===== src/hdl/wola_pkg.sv =====
`timescale 1ns / 1ps

package wola_pkg;

    // Ring geometry and field widths
    localparam int MAX_FRAME_LEN = 1024;
    localparam int SLOT_W        = $clog2(MAX_FRAME_LEN);
    localparam int LEN_W         = 11;
    localparam int POS_W         = 20;
    localparam int FLOOR_W       = 10;
    localparam int SAMPLE_W      = 16;
    localparam int PROD_W        = 2 * SAMPLE_W;
    localparam int SQ_W          = 2 * SAMPLE_W - 1;
    localparam int WSUM_W        = 42;
    localparam int ESUM_W        = 41;
    localparam int RAM_W         = WSUM_W + ESUM_W;
    localparam int OUT_W         = 24;
    localparam int CFG_IDX_W     = 2;
    localparam int CFG_DATA_W    = 20;

    // Register reset values
    localparam logic [LEN_W-1:0]   HOP_RST   = 11'd256;
    localparam logic [LEN_W-1:0]   FRAME_RST = 11'd1024;
    localparam logic [POS_W-1:0]   SIGLEN_RST = 20'd16384;
    localparam logic [FLOOR_W-1:0] FLOOR_RST = 10'd11;

    // Register indexes on the configuration port
    localparam logic [CFG_IDX_W-1:0] CFG_HOP    = 2'd0;
    localparam logic [CFG_IDX_W-1:0] CFG_FRAME  = 2'd1;
    localparam logic [CFG_IDX_W-1:0] CFG_SIGLEN = 2'd2;
    localparam logic [CFG_IDX_W-1:0] CFG_FLOOR  = 2'd3;

    typedef enum logic [1:0] {
        OP_SAMPLE  = 2'd0,
        OP_DRAIN   = 2'd1,
        OP_RESTART = 2'd2
    } t_opcode;

    // Emit request from the ring update to the divider
    typedef struct packed {
        logic                      valid;
        logic signed [WSUM_W-1:0]  wsum;
        logic [ESUM_W-1:0]         esum;
        logic [FLOOR_W-1:0]        floor_val;
        logic [POS_W-1:0]          pos;
        logic                      last;
    } t_div_req;

endpackage


===== src/hdl/wola_div.sv =====
`timescale 1ns / 1ps

// Normalizing divider: rounds wsum / max(esum, floor) to Q8.15 with saturation.
// Restoring division, one quotient bit per cycle, owns the output register.
module wola_div (
    input  logic                                i_clk,
    input  logic                                i_rst_n,
    input  wola_pkg::t_div_req                  i_req,
    output logic                                o_req_ready,
    output logic                                o_valid,
    input  logic                                i_ready,
    output logic signed [wola_pkg::OUT_W-1:0]   o_out_value,
    output logic [wola_pkg::POS_W-1:0]          o_out_position,
    output logic                                o_is_last,
    output logic                                o_clipped
);

    localparam int QBITS = wola_pkg::OUT_W + 1;
    localparam int NUM_W = wola_pkg::WSUM_W + 17;
    localparam int DEN_W = wola_pkg::ESUM_W + 1;
    localparam int DSH_W = DEN_W + QBITS;
    localparam int CNT_W = $clog2(QBITS + 1);
    localparam logic [QBITS-1:0] POS_LIM = QBITS'((1 << (wola_pkg::OUT_W - 1)) - 1);
    localparam logic [QBITS-1:0] NEG_LIM = QBITS'(1 << (wola_pkg::OUT_W - 1));

    typedef enum logic [3:0] {
        D_IDLE = 4'b0001,
        D_PREP = 4'b0010,
        D_RUN  = 4'b0100,
        D_HOLD = 4'b1000
    } t_dstate;

    t_dstate                          r_state, n_state;
    wola_pkg::t_div_req               r_req;
    logic [NUM_W-1:0]                 r_rem;
    logic [DSH_W-1:0]                 r_dsh;
    logic [QBITS-1:0]                 r_q;
    logic [CNT_W-1:0]                 r_cnt;
    logic                             r_neg;
    logic                             r_sat;
    logic                             r_out_valid;
    logic signed [wola_pkg::OUT_W-1:0] r_out_value;
    logic [wola_pkg::POS_W-1:0]       r_out_pos;
    logic                             r_out_last;
    logic                             r_out_clip;

    logic [wola_pkg::WSUM_W-1:0] mag;
    logic [wola_pkg::ESUM_W-1:0] den;
    logic                        ge;
    logic                        clip;
    logic [QBITS-1:0]            qmag;
    logic                        out_free;

    // Magnitude and floored divisor
    always_comb begin
        mag = r_req.wsum[wola_pkg::WSUM_W-1] ? wola_pkg::WSUM_W'(-r_req.wsum)
                                             : wola_pkg::WSUM_W'(r_req.wsum);
        den = (r_req.esum < wola_pkg::ESUM_W'(r_req.floor_val))
            ? wola_pkg::ESUM_W'(r_req.floor_val) : r_req.esum;
    end

    assign ge = {{(DSH_W-NUM_W){1'b0}}, r_rem} >= r_dsh;

    // Final saturation
    always_comb begin
        if (r_neg) begin
            clip = r_sat || (r_q > NEG_LIM);
            qmag = clip ? NEG_LIM : r_q;
        end else begin
            clip = r_sat || (r_q > POS_LIM);
            qmag = clip ? POS_LIM : r_q;
        end
    end

    assign out_free = !r_out_valid || i_ready;

    always_comb begin
        n_state = r_state;
        case (r_state)
            D_IDLE: if (i_req.valid) n_state = D_PREP;
            D_PREP: n_state = (den == '0) ? D_HOLD : D_RUN;
            D_RUN: begin
                if ((r_cnt == CNT_W'(QBITS) && ge) || r_cnt == '0) begin
                    n_state = D_HOLD;
                end
            end
            D_HOLD: if (out_free) n_state = D_IDLE;
            default: n_state = D_IDLE;
        endcase
    end

    always_ff @(posedge i_clk) begin
        if (!i_rst_n) begin
            r_state     <= D_IDLE;
            r_out_valid <= 1'b0;
        end else begin
            r_state <= n_state;
            if (r_state == D_HOLD && out_free) begin
                r_out_valid <= 1'b1;
            end else if (i_ready) begin
                r_out_valid <= 1'b0;
            end
        end
    end

    // Datapath
    always_ff @(posedge i_clk) begin
        case (r_state)
            D_IDLE: begin
                if (i_req.valid) begin
                    r_req <= i_req;
                end
            end
            D_PREP: begin
                r_neg <= r_req.wsum[wola_pkg::WSUM_W-1];
                r_sat <= 1'b0;
                r_q   <= '0;
                r_cnt <= CNT_W'(QBITS);
                r_rem <= ({{(NUM_W-wola_pkg::WSUM_W){1'b0}}, mag} << 16)
                       + NUM_W'(den);
                r_dsh <= DSH_W'({den, 1'b0}) << QBITS;
            end
            D_RUN: begin
                if (r_cnt == CNT_W'(QBITS)) begin
                    r_sat <= ge;
                end else begin
                    if (ge) begin
                        r_rem <= r_rem - NUM_W'(r_dsh);
                    end
                    r_q <= {r_q[QBITS-2:0], ge};
                end
                r_dsh <= r_dsh >> 1;
                r_cnt <= r_cnt - 1'b1;
            end
            D_HOLD: begin
                if (out_free) begin
                    r_out_value <= r_neg ? wola_pkg::OUT_W'(-qmag)
                                         : wola_pkg::OUT_W'(qmag);
                    r_out_pos   <= r_req.pos;
                    r_out_last  <= r_req.last;
                    r_out_clip  <= clip;
                end
            end
            default: ;
        endcase
    end

    assign o_req_ready    = (r_state == D_IDLE);
    assign o_valid        = r_out_valid;
    assign o_out_value    = r_out_value;
    assign o_out_position = r_out_pos;
    assign o_is_last      = r_out_last;
    assign o_clipped      = r_out_clip;

endmodule

===== config.mk =====
export PLATFORM = sky130hd
export DESIGN_NAME = wola_div
export DESIGN_NICKNAME = d
export VERILOG_FILES = /design/src/hdl/wola_pkg.sv /design/src/hdl/wola_div.sv
export SDC_FILE = /design/constraint.sdc
export NUM_CORES = 1
export LEC_CHECK = 0
export BUFFER_PORTS_ARGS = -buffer_cell sky130_fd_sc_hd__buf_4
export CORE_MARGIN = 1.5
export CORE_UTILIZATION = 60
export CTS_BUF_LIST = sky130_fd_sc_hd__clkbuf_8
export CTS_CLUSTER_DIAMETER = 100
export DETAILED_ROUTE_END_ITERATION = 16
export GPL_TIMING_DRIVEN = 1
export PLACE_DENSITY = 0.77
export SYNTH_ARGS = -nofsm -noshare
export SYNTH_HDL_FRONTEND = slang
export SYNTH_SLANG_ARGS = --single-unit

===== constraint.sdc =====
create_clock -name i_clk -period 10.6 [get_ports i_clk]
set_input_delay 0 -clock i_clk [delete_from_list [all_inputs] [get_ports i_clk]]
set_output_delay 0 -clock i_clk [all_outputs]
set_load 0.03 [all_outputs]

==> flow_summary.toml <==
[outcome]
status = "complete, no violations"

[placement]
dp_cells = 2310
port-buffer-count = 165
dp_slack_ps = 5350
place_hpwl_um = 34780
post_dp_cell_area_mm2 = 0.02043
gp_congestion = 0.9192

[sta]
final.min_clock_period_ps = 5313
slew_headroom_pct = 26.38
fin_setup_tns_ps = 0
fmax_mhz = 188.2
finClkSkew_ps = 33.00
hold_viol_final = 0
worstMarginPinSlew_ps = 1104
rsz0062_at_grt = "no"
slew_violations = 0
layout_setup_ws_ps = 5287
whs_ps = 111.5
setup_viol = 0
finalCritPeriodShare_pct = 50.12

[synthesis]
yosysMostFrequentCell = "edfxtp_1"
synth-edff-count = 318
synth.avg_cell_area_um2 = 10.35
ys_seq_area_share_pct = 50.77
syn_inst = 1837
ys.flop_type = "edfxtp_1"
yosysTopAreaCellShare_pct = 50.24
async_flop_share_pct = 0
synthTopCellsByCount = "318 x edfxtp_1, 183 x nand2_1, 140 x nor2_1"
ys_types = 82
synth_fp_nets = 2054
yosysTopAreaCell = "edfxtp_1"
synth_area_mm2 = 0.01901
synth_seq_cells = 323
yosysWarnings = 0
synth_area_leaders = "edfxtp_1 50%, ha_1 6.4%, nand2_1 3.6%"

[clocking]
cts_max_path_buffers = 3
post_cts_buffers = 0
ctsRootBufferMaster = "clkbuf_8"
htreeDepth = 2
cts_tree = "built"
cts.reportedPaths.clkPinSlew_ps = 60
cts.sinks = 323
cts_inserted_buffers = 54
worstSkewPairLatency_ps = 600

[layout]
fin_nets = 2305
fillerInstances = 2192
layout.cells.non_filler = 2521
final_area_mm2 = 0.02261
antennaDiodeCount = 0
drive_gt1_share_pct = 13.08
multi_input_area_mm2 = 0.008607
regArea_mm2 = 0.009649
utilization_pct = 73.13
syn_to_final_growth_pct = 18.93

[power_and_ir_drop]
leakage_nw = 8.867
switchingPower_uw = 976.5
swShare_pct = 29.38
pwr-share-clk_pct = 31.8
intPower_mw = 2.348
p_total_mw = 3.324
peakVddDrop_mv = 0.1140
pwr-share-comb_pct = 21.1
power_frac_seq_pct = 47.2
powerDensity_mw_per_mm2 = 147.0

[grt]
grt_pass1_vias = 14696
track_usage_pct = 30.32
grt_pass1_wl_um = 78320
grt_max_degree = 73
grt.overflow.total = 0
antenna_found_initial = 0

[worst_setup_path]
critPathCaptureType = "register"
critPathTopFamily = "simple AND/OR/NAND/NOR gates"
cpMaxStageDelayCell = "nor3_1"
path_class = "reg -> reg"
required_ps = 10910
r2r-end = "r_rem[56]$_DFFE_PP_"
crit_arrival_ps = 5620
r2r_start = "r_req[73]$_DFFE_PP_"
worstPathCellList = "inv_1 > ha_1 > or2b_1 > or2_2 > nor3_1 > nand2_1 > o41ai_1 > xnor2_1 > ha_1 > o21ai_0 > o21ai_0 > nor4b_1 > a211oi_1 > a31oi_1 > nor3_1 > nand4b_1 > xnor2_1 > mux2i_1"
cpPeakStageDelay_ps = 640
start_kind = "register"
r2r_slack_ps = 5290
r2r_cells = 18
path_buf_inv = 1
cp_max_fo = 6

[detailed_routing]
wl_per_cell_um = 19.82
drt-total-wl_um = 49970
routed-via-count = 15409
viasPerCell = 6.112
ant_nets = 0
firstDrtPassIters = 6
drc = 0
drtIter0Drc = 1504

[min_path]
holdPathEnd = "r_req[61]$_DFFE_PP_"
hp-class = "in -> reg"
whs_path_depth = 2
worstHoldStart = "i_req[61]"

[die]
core_mm2 = 0.03091
num_rows = 64
die_h_um = 181.0
ios = 166
initial_core_util_pct = 61.49
die_width_um = 181.0
die_area_mm2 = 0.03276

[flow_run]
maxCapViolations = 0
## power by group through the flow
stage,clock network (mW),registers [mW],logic (mW)
global route,1.12,1.57,0.761
finish,1.06,1.57,0.700
global placement,0,1.59,0.631
floorplan,0,1.57,0.474
CTS,1.06,1.56,0.684
detailed placement,0,1.59,0.644
## how the worst max path moves through the flow
stage | endpoint | cells after the start | slack, ps | from
finish | r_rem[56]$_DFFE_PP_ | 18 | 5290 | r_req[73]$_DFFE_PP_
global route | r_rem[56]$_DFFE_PP_ | 18 | 4940 | r_req[73]$_DFFE_PP_
CTS | r_rem[56]$_DFFE_PP_ | 18 | 5340 | r_req[73]$_DFFE_PP_
detailed placement | r_rem[56]$_DFFE_PP_ | 18 | 5350 | r_req[73]$_DFFE_PP_
global placement | r_rem[56]$_DFFE_PP_ | 18 | 5630 | r_req[72]$_DFFE_PP_
floorplan | r_rem[0]$_DFFE_PP_ | 5 | 2720 | r_state[0]$_SDFFE_PN1P_
## logic make-up (layout without fill, tap and decap cells)
group | Yosys count | after routing | synth area share (%)
simple gates | 592 | 592 | 15.27
xor+xnor | 132 | 132 | 6.122
buf+inv | 192 | 480 | 4.141
flops | 323 | 323 | 50.77
compound gates | 481 | 481 | 16.15
fa+ha+maj | 99 | 99 | 6.596
mux | 18 | 18 | 0.9545
## final cells by class
cell class / instances / area share, %
sequential: 323 / 42.69
multi-input combinational: 1322 / 38.07
clock inverter: 36 / 0.9465
timing repair buffer: 295 / 11.10
clock buffer: 57 / 3.470
inverter: 92 / 1.528
tap: 396 / 2.192
## flip-flops by register name, indices dropped and copies added (netlist names)
name	count
o_valid	1
o_out_value	24
r_rem	59
r_cnt	5
o_is_last	1
r_sat	1
r_req	114
o_out_position	20
r_neg	1
r_q	25
r_state	4
r_dsh	67
o_clipped	1
## what timing repair did
action / 4_1_cts / 5_1_grt
hold buffers: 118 / 0
endpoints found under the hold margin: 119 / 0
setup endpoints to repair: 0 / 0
gates resized for setup: 0 / 0
## worst reg2reg max path: stages (launching register included)
cell	delay [ps]
edfxtp_1	450
inv_1	110
ha_1	210
or2b_1	240
or2_2	310
nor3_1	310
nand2_1	150
o41ai_1	360
xnor2_1	130
ha_1	390
o21ai_0	120
o21ai_0	370
nor4b_1	130
a211oi_1	380
a31oi_1	210
nor3_1	640
nand4b_1	200
xnor2_1	200
mux2i_1	100
## layer usage
| layer | part of all wire (%) | GRT usage, % |
|---|---|---|
| met5 | 0 | 0 |
| met3 | 7.3 | 3.931 |
| met1 | 42 | 41.41 |
| met2 | 48 | 50.46 |
| met4 | 2.6 | 10.03 |
## placed cells by master (no fill, tap or decap), types with 58 or more instances in the layout
cell / count
inv_1: 107
edfxtp_1: 318
nor2_1: 140
xor2_1: 58
xnor2_1: 73
ha_1: 97
dlygate4sd3_1: 118
buf_4: 177
a21oi_1: 132
o21ai_0: 119
nand2_1: 182
(Power assumes the default switching activity.)
