<file path="config.mk">
export PLATFORM = sky130hd
export DESIGN_NAME = wola_ram
export DESIGN_NICKNAME = d
export VERILOG_FILES = /design/src/hdl/wola_ram.sv
export SDC_FILE = /design/constraint.sdc
export NUM_CORES = 1
export LEC_CHECK = 0
export BUFFER_PORTS_ARGS = -buffer_cell sky130_fd_sc_hd__buf_4
export CORE_MARGIN = 1
export CORE_UTILIZATION = 33
export DETAILED_ROUTE_END_ITERATION = 10
export PLACE_DENSITY_LB_ADDON = 0.05
export SYNTH_ARGS = -nofsm -noshare
export SYNTH_HDL_FRONTEND = slang
export SYNTH_SLANG_ARGS = --single-unit
export TNS_END_PERCENT = 1
</file>
<file path="constraint.sdc">
create_clock -name i_clk -period 2.7 [get_ports i_clk]
set_input_delay 0.27 -clock i_clk [delete_from_list [all_inputs] [get_ports i_clk]]
set_output_delay 0.27 -clock i_clk [all_outputs]
set_load 0.01 [all_outputs]
</file>
<file path="src/hdl/wola_ram.sv">
`timescale 1ns / 1ps

// Simple dual-port RAM, one write and one registered read per cycle
module wola_ram #(
    parameter int WIDTH = 8,
    parameter int DEPTH = 16
) (
    input  logic                     i_clk,
    input  logic                     i_we,
    input  logic [$clog2(DEPTH)-1:0] i_waddr,
    input  logic [WIDTH-1:0]         i_wdata,
    input  logic [$clog2(DEPTH)-1:0] i_raddr,
    output logic [WIDTH-1:0]         o_rdata
);

    logic [WIDTH-1:0] r_mem [DEPTH];
    logic [WIDTH-1:0] r_rdata;

    always_ff @(posedge i_clk) begin
        if (i_we) begin
            r_mem[i_waddr] <= i_wdata;
        end
        r_rdata <= r_mem[i_raddr];
    end

    assign o_rdata = r_rdata;

endmodule

</file>
==> results of run 1 <==
## per-layer routing
| metal | vias to the layer above | wire, µm |
|---|---|---|
| met1 | 1254 | 5060 |
| met5 | - | 0 |
| met3 | 5 | 496 |
| met2 | 59 | 5180 |
| met4 | 0 | 67 |
| li1 | 1080 | - |
## critical path: stages
cell and delay, ns:
sky130_fd_sc_hd__buf_4 0.38, sky130_fd_sc_hd__buf_12 0.22, sky130_fd_sc_hd__mux4_1 0.55, sky130_fd_sc_hd__a22oi_1 0.23, sky130_fd_sc_hd__nand2_1 0.07
## how the worst max path moves through the flow
stage	endpoint	cells after the start	slack, ns
final	o_rdata[1]	5	1.25
after global routing	o_rdata[5]	5	1.12
after CTS	o_rdata[5]	5	1.23
after detailed placement	o_rdata[5]	5	0.79
after global placement	o_rdata[3]	4	0.78
after floorplan	r_mem[0][0]	2	0.94
## synthesized netlist by cell type (all sizes together)
cell,instances
edfxtp,128
mux4,32
a22oi,16
nor2,13
nand2,9
dfxtp,8
buf,7
nor3,4
clkdlybuf4s25,3
nand2b,2
nand3b,2
and2,1
and2b,1
nand3,1
nor2b,1
or3b,1
## where the power goes
group          total (mW)  leakage [nW]  switching (mW)  internal (mW)
Sequential           2.37          1.22          0.0125           2.36
Combinational       0.237         0.592           0.130          0.107
Clock                2.29         0.286           0.810           1.48
Total                4.90          2.10           0.952           3.95
## layout make-up
type	count	area, µm²
Tap cell	188	235
Sequential cell	136	4000
Clock inverter	7	92.6
Multi-Input combinational cell	83	1060
Clock buffer	25	505
Fill cell	1377	8970
Timing Repair Buffer	43	335
## metrics by stage
step / hold WS (ns) / worst slack (ns) / util
CTS: 0.151 / 1.23 / 0.410
detailed placement: 0.592 / 0.786 / 0.370
global route: 0.173 / 1.12 / 0.410
global placement: 0.589 / 0.782 / 0.370
finish: 0.173 / 1.25 / 0.410
floorplan: 0.369 / 0.937 / -
## flip-flops by register name, indices dropped and copies added (netlist names)
register	cells
o_rdata	8
r_mem	128
## kinds of logic (layout without fill, tap and decap cells)
kind of cell           Yosys count  in the layout
DFF                            136            136
muxes                           32             32
buffers and inverters           10             75
and+or+nand+nor                 35             35
AOI/OAI and AO/OA               16             16
==> metrics.log, run 1 <==
INFO  metric internal_reg_to_reg_setup_slack = 1.29 ns
INFO  metric maxCapViolations = 0
INFO  metric grt_first_pass_wirelength = roughly 16000 µm
INFO  metric mostFrequentLayoutCells = sky130_fd_sc_hd__edfxtp_1 (128), sky130_fd_sc_hd__buf_4 (42), sky130_fd_sc_hd__mux4_2 (18)
INFO  metric p_total = 4.90 mW
INFO  metric floorplan_die_area = 16100 µm²
INFO  metric drive_above_1_share = 0.310
INFO  metric drt-total-wl = between 10000 and 15000 µm
INFO  metric cts_tree = yes
INFO  metric diodes = 0
INFO  metric finalHoldViolCount = 0
INFO  metric die_extent_in_x = 127 µm
INFO  metric clk_transition_reported_paths = 0.05 ns
INFO  metric clock_insertion_delay_at_the_later_pin_of_the_skew_report = 0.41 ns
INFO  metric gr-usage-met3 = 0.0498
INFO  metric effective_utilization_at_floorplan = 0.339
INFO  metric total_leakage_power = 2.10 nW
INFO  metric reg2reg_from = r_mem[4][3]
INFO  metric synth_simple_gate_area_frac = 0.0318
INFO  metric slew_headroom = 0.462
INFO  metric worstHoldPathCells = 1
INFO  metric vias_per_cell = 4.98
INFO  metric floorplan.io_pins = 26
INFO  metric cts_repair_resize_count = 0
INFO  metric cts_made_buffers = 17
INFO  metric timing_worst_slew_pin_value = 0.804 ns
INFO  metric buffer_ports.inserted = 25
INFO  metric setup_violating_endpoint_count_in_the_final_report = 0
INFO  metric top_achievable_clock_speed = 0.692 GHz
INFO  metric yosysSeqAreaShare = 0.778
INFO  metric grt_met1_usage = 0.202
INFO  metric final_critical_path_required_period = 1.45 ns
INFO  metric synthAdderAreaFrac = 0
INFO  metric syn-cell-area = 5150 µm²
INFO  metric htree_levels = 4
INFO  metric peakVddDrop = 0.401 mV
INFO  metric timing.final.max_slew_violations = 0
INFO  metric grt_antenna_before_repair = 0
INFO  metric layout-area-overhead-vs-synth = 21.0%
INFO  metric yosys-mux-area-fraction = 0.150
INFO  metric crit_start = i_raddr[0]
INFO  metric most_common_cell_after_layout_fill_and_taps_aside = sky130_fd_sc_hd__edfxtp_1
INFO  metric synth_compound_gate_area_share = 0.0233
INFO  metric worst_hold_startpoint = i_wdata[7]
INFO  metric cts_root_buffer = sky130_fd_sc_hd__clkbuf_16
INFO  metric grt_pass1_vias = 2602
INFO  metric fin_cells = 482
INFO  metric grt_max_degree = 33
INFO  metric placed_cells_incl_taps = 450
INFO  metric place_congestion = approximately 0.65
INFO  metric routed-via-count = 2398
INFO  metric synth_fp_nets = 247
INFO  metric global_route.peak_usage_layer = met2
INFO  metric dp_hpwl = a little under 7000 µm
INFO  metric finClkSkew = around 0.0045 ns
INFO  metric ys.warnings.count = 0
INFO  metric worstRegToRegCells = 3
INFO  metric synth_cell_types = 19
INFO  metric worstPathMaxFanout = 21
INFO  metric maximum_root_to_sink_buffer_count = 2
INFO  metric detail_route.wl_per_cell = 22.4 µm
INFO  metric yosys.area_share.xor_xnor = 0
INFO  metric first_iter_violations = between 150 and 200
INFO  metric rsz0062_at_grt = no
INFO  metric synth_largest_type_area_fraction = 0.747
INFO  metric grtUsageMet2 = 0.228
INFO  metric drt_first_pass_iters = 6
INFO  metric core = 15200 µm²
INFO  metric placement.cell_area = 5630 µm²
INFO  metric part_of_the_cycle_the_worst_path_needs = 0.535
INFO  metric hold_buf_cts = 0
INFO  metric synth.ff_latch_count = 136
INFO  metric rows = 45
INFO  metric post_cts.repair.setup_buffers = 0
INFO  metric worstHoldPathType = input pin to register
INFO  metric combinational_family_with_the_most_area_after_synthesis = multiplexers
INFO  metric drcViolationCount = 0
INFO  metric grt_use_total = 0.150
INFO  metric remaining_antenna_violation_count_after_routing = 0
INFO  metric setup_total_negative_slack = 0 ns
INFO  metric synth.top_cells.by_area = sky130_fd_sc_hd__edfxtp_1 (75%), sky130_fd_sc_hd__mux4_2 (7.9%), sky130_fd_sc_hd__mux4_1 (7.1%)
INFO  metric worstSetupStartpointType = input pin
INFO  metric r2r_end = o_rdata[3]
INFO  metric numClockSinks = about 140
INFO  metric timing.critical_path.arrival = ~1.7 ns
INFO  metric setup.worst_path.end_class = register
INFO  metric yosysTopAreaCell = sky130_fd_sc_hd__edfxtp_1
INFO  metric layout.nets = 299
INFO  metric die_height = around 130 µm
INFO  metric status = completed
INFO  metric power_density = 786 nW/µm²
INFO  metric worst_ep_required_time = 2.99 ns
INFO  metric grt_remaining_overflow = 0
INFO  metric hold-path-endpoint = r_mem[13][7]
INFO  metric synth_cells = 229
INFO  metric final_area = 6230 µm²
INFO  metric criticalPathCategory = input pin to register
INFO  metric synthesis.area_per_instance = about 22 µm²
No activity file was read; power rests on OpenSTA's default activity.
==> inputs of run 2 (changes only) <==
Settings changed: ABC_AREA set to 1.
Clock period 2.7 ns to 1.5 ns, I/O delays scaled along.
==> metrics.log, run 2 <==
INFO  metric status = completed
INFO  metric maxCapViolations = 0
INFO  metric effective_utilization_at_floorplan = 0.343
INFO  metric synth.ff_latch_count = 136
INFO  metric die_extent_in_x = 134 µm
INFO  metric largest_register_by_flop_count = r_mem
INFO  metric layout-area-overhead-vs-synth = 20.4%
INFO  metric layout.nets = between 600 and 700
INFO  metric synth_commonest_cells = sky130_fd_sc_hd__nand2_1 (173), sky130_fd_sc_hd__edfxtp_1 (128), sky130_fd_sc_hd__inv_1 (100)
INFO  metric hold_buf_cts = 0
INFO  metric floorplan_die_area = roughly 18000 µm²
INFO  metric synthesis.area_per_instance = 10.5 µm²
INFO  metric dp_hpwl = between 8000 and 9000 µm
INFO  metric reg2reg_from = r_mem[11][6]
INFO  metric grt_use_total = 0.173
INFO  metric critPathMaxStageDelay = 0.39 ns
INFO  metric criticalPathCategory = register to register
INFO  metric syn-cell-area = 5770 µm²
INFO  metric timing.final.max_slew_violations = 0
INFO  metric post_cts.repair.setup_buffers = 0
INFO  metric routed-via-count = 3737
INFO  metric finClkSkew = 0.0112 ns
INFO  metric pre_cts_slack = around 0.18 ns
INFO  metric worstHoldPathCells = 1
INFO  metric yosysTopAreaCell = sky130_fd_sc_hd__edfxtp_1
INFO  metric first_iter_violations = 299
INFO  metric die_height = ~130 µm
INFO  metric place_congestion = 0.730
INFO  metric detail_route.wl_per_cell = 17.3 µm
INFO  metric slew_headroom = 0.704
INFO  metric synth_async_sr_flop_share = 0
INFO  metric worstRegToRegCells = 6
INFO  metric grt_first_pass_wirelength = 22000 µm
INFO  metric peakVddDrop = 0.767 mV
INFO  metric htree_levels = 4
INFO  metric power_density = 1360 nW/µm²
INFO  metric yosys_most_used_dff = sky130_fd_sc_hd__edfxtp_1
INFO  metric floorplan.io_pins = 26
INFO  metric ys.warnings.count = 0
INFO  metric diodes = 0
INFO  metric worst_ep_required_time = roughly 1.8 ns
INFO  metric synth_edf_count = 128
INFO  metric cts_repair_resize_count = 0
INFO  metric rsz0062_at_grt = no
INFO  metric hold-path-endpoint = r_mem[13][7]
INFO  metric crit_path_cell_trace = nand2_1 -> nand2_1 -> nand2_1 -> nand3_1 -> nand3_1 -> nand2_1
INFO  metric internal_reg_to_reg_setup_slack = 0.42 ns
INFO  metric drcViolationCount = 0
INFO  metric drive_above_1_share = 0.136
INFO  metric maximum_root_to_sink_buffer_count = 2
INFO  metric grt_antenna_before_repair = 0
INFO  metric synth_cell_types = 12
INFO  metric final_critical_path_required_period = 1.08 ns
INFO  metric timing.critical_path.arrival = 1.39 ns
INFO  metric cp_num_buf_inv = 0
INFO  metric rows = 47
INFO  metric finalHoldViolCount = 0
INFO  metric numClockSinks = 136
INFO  metric slowest_stage = sky130_fd_sc_hd__edfxtp_1
INFO  metric cts_tree = yes
INFO  metric post_route_worst_setup_slack = 0.424 ns
INFO  metric most_common_cell_after_layout_fill_and_taps_aside = sky130_fd_sc_hd__nand2_1
INFO  metric core = 16800 µm²
INFO  metric crit_start = r_mem[11][6]
INFO  metric drt-total-wl = 14300 µm
INFO  metric drt_first_pass_iters = 4
INFO  metric grt_pass1_vias = 3534
INFO  metric yosysSeqAreaShare = 0.694
INFO  metric buffer_ports.inserted = 25
INFO  metric worstSetupStartpointType = register
INFO  metric top_achievable_clock_speed = 0.930 GHz
INFO  metric setup_violating_endpoint_count_in_the_final_report = 0
INFO  metric synth.top_cells.by_area = sky130_fd_sc_hd__edfxtp_1 (67%), sky130_fd_sc_hd__nand2_1 (11%), sky130_fd_sc_hd__nand3_1 (8.4%)
INFO  metric cp_most_frequent_cell = sky130_fd_sc_hd__nand2_1
INFO  metric synth_fp_nets = 569
INFO  metric register_area = 4000 µm²
INFO  metric clk_transition_reported_paths = 0.06 ns
INFO  metric total_leakage_power = around 3.0 nW
INFO  metric timing_worst_slew_pin_value = approximately 0.44 ns
INFO  metric critical_path.top_delay_family = simple AND/OR/NAND/NOR gates
INFO  metric worstPathMaxFanout = 1
INFO  metric placed_cells_incl_taps = 798
INFO  metric nFillCells = 1682
INFO  metric cts_made_buffers = 17
INFO  metric r2r_end = o_rdata[6]
INFO  metric multi_input_area = 1210 µm²
INFO  metric mostFrequentLayoutCells = sky130_fd_sc_hd__nand2_1 (173), sky130_fd_sc_hd__edfxtp_1 (128), sky130_fd_sc_hd__inv_1 (100)
INFO  metric worstHoldPathType = input pin to register
INFO  metric vias_per_cell = around 4.5
INFO  metric grt_max_degree = 33
INFO  metric part_of_the_cycle_the_worst_path_needs = 0.717
INFO  metric synth_largest_type_area_fraction = 0.667
INFO  metric synth_cells = ~550
INFO  metric setup.worst_path.end_class = register
INFO  metric grt_remaining_overflow = 0
INFO  metric remaining_antenna_violation_count_after_routing = 0
INFO  metric setup_total_negative_slack = 0 ns
INFO  metric clock_insertion_delay_at_the_later_pin_of_the_skew_report = 0.42 ns
INFO  metric largest_register_ff_count = 128
INFO  metric worst_hold_startpoint = i_wdata[7]
INFO  metric yosys.cell_count.top_type = sky130_fd_sc_hd__nand2_1
INFO  metric fin_cells = 830
INFO  metric cts_root_buffer = sky130_fd_sc_hd__clkbuf_16
[run 2: cells by family after synthesis]
logic type | after synthesis | share of synthesized area
flip-flops | 136 | 0.694
AND/OR/NAND/NOR | 289 | 0.210
buffers and inverters | 126 | 0.0952
[run 2: worst max-delay path by stage]
stage / end / slack, ns / depth (start not counted)
floorplan: r_mem[10][0] / 0.40 / 2
CTS: o_rdata[5] / 0.42 / 1
finish: o_rdata[6] / 0.42 / 6
global route: o_rdata[6] / 0.37 / 6
global placement: o_rdata[1] / 0.18 / 7
detailed placement: o_rdata[1] / 0.18 / 7
[run 2: area by class of cell]
class,instances,share of cell area
well taps,220,0.0396
clock inverters,12,0.0288
inverters,102,0.0551
multi-input cells,289,0.175
repair buffers,51,0.0606
flip-flops and latches,136,0.577
clock buffers,20,0.0643
[run 2: per-stage QoR]
stage	util	instance area, µm²	hold WS, ns	total power [mW]
final	0.413	6940	0.0832	9.43
after global routing	0.413	6940	0.0825	9.76
after detailed placement	0.374	6300	0.515	4.95
after global placement	0.374	6300	0.505	4.95
after CTS	0.413	6940	0.0698	9.53
after floorplan	-	5770	0.249	4.66
[run 2: layer usage]
layer  wire (µm)  part of all wire  vias to the layer above  track usage
li1            -                 -                     1864            -
met5           0                 0                        -            0
met2        6190              0.43                       78        0.246
met1        7400              0.52                     1781        0.258
met4         197             0.014                        0       0.0574
met3         560             0.039                       14       0.0416
[run 2: where the power goes]
group / switching, mW / internal (mW) / leakage (nW) / total (mW)
registers: 0.0237 / 4.25 / 1.22 / 4.27
clock network: 1.58 / 2.99 / 0.306 / 4.58
logic: 0.392 / 0.194 / 1.46 / 0.585
total: 2.00 / 7.43 / 2.99 / 9.43
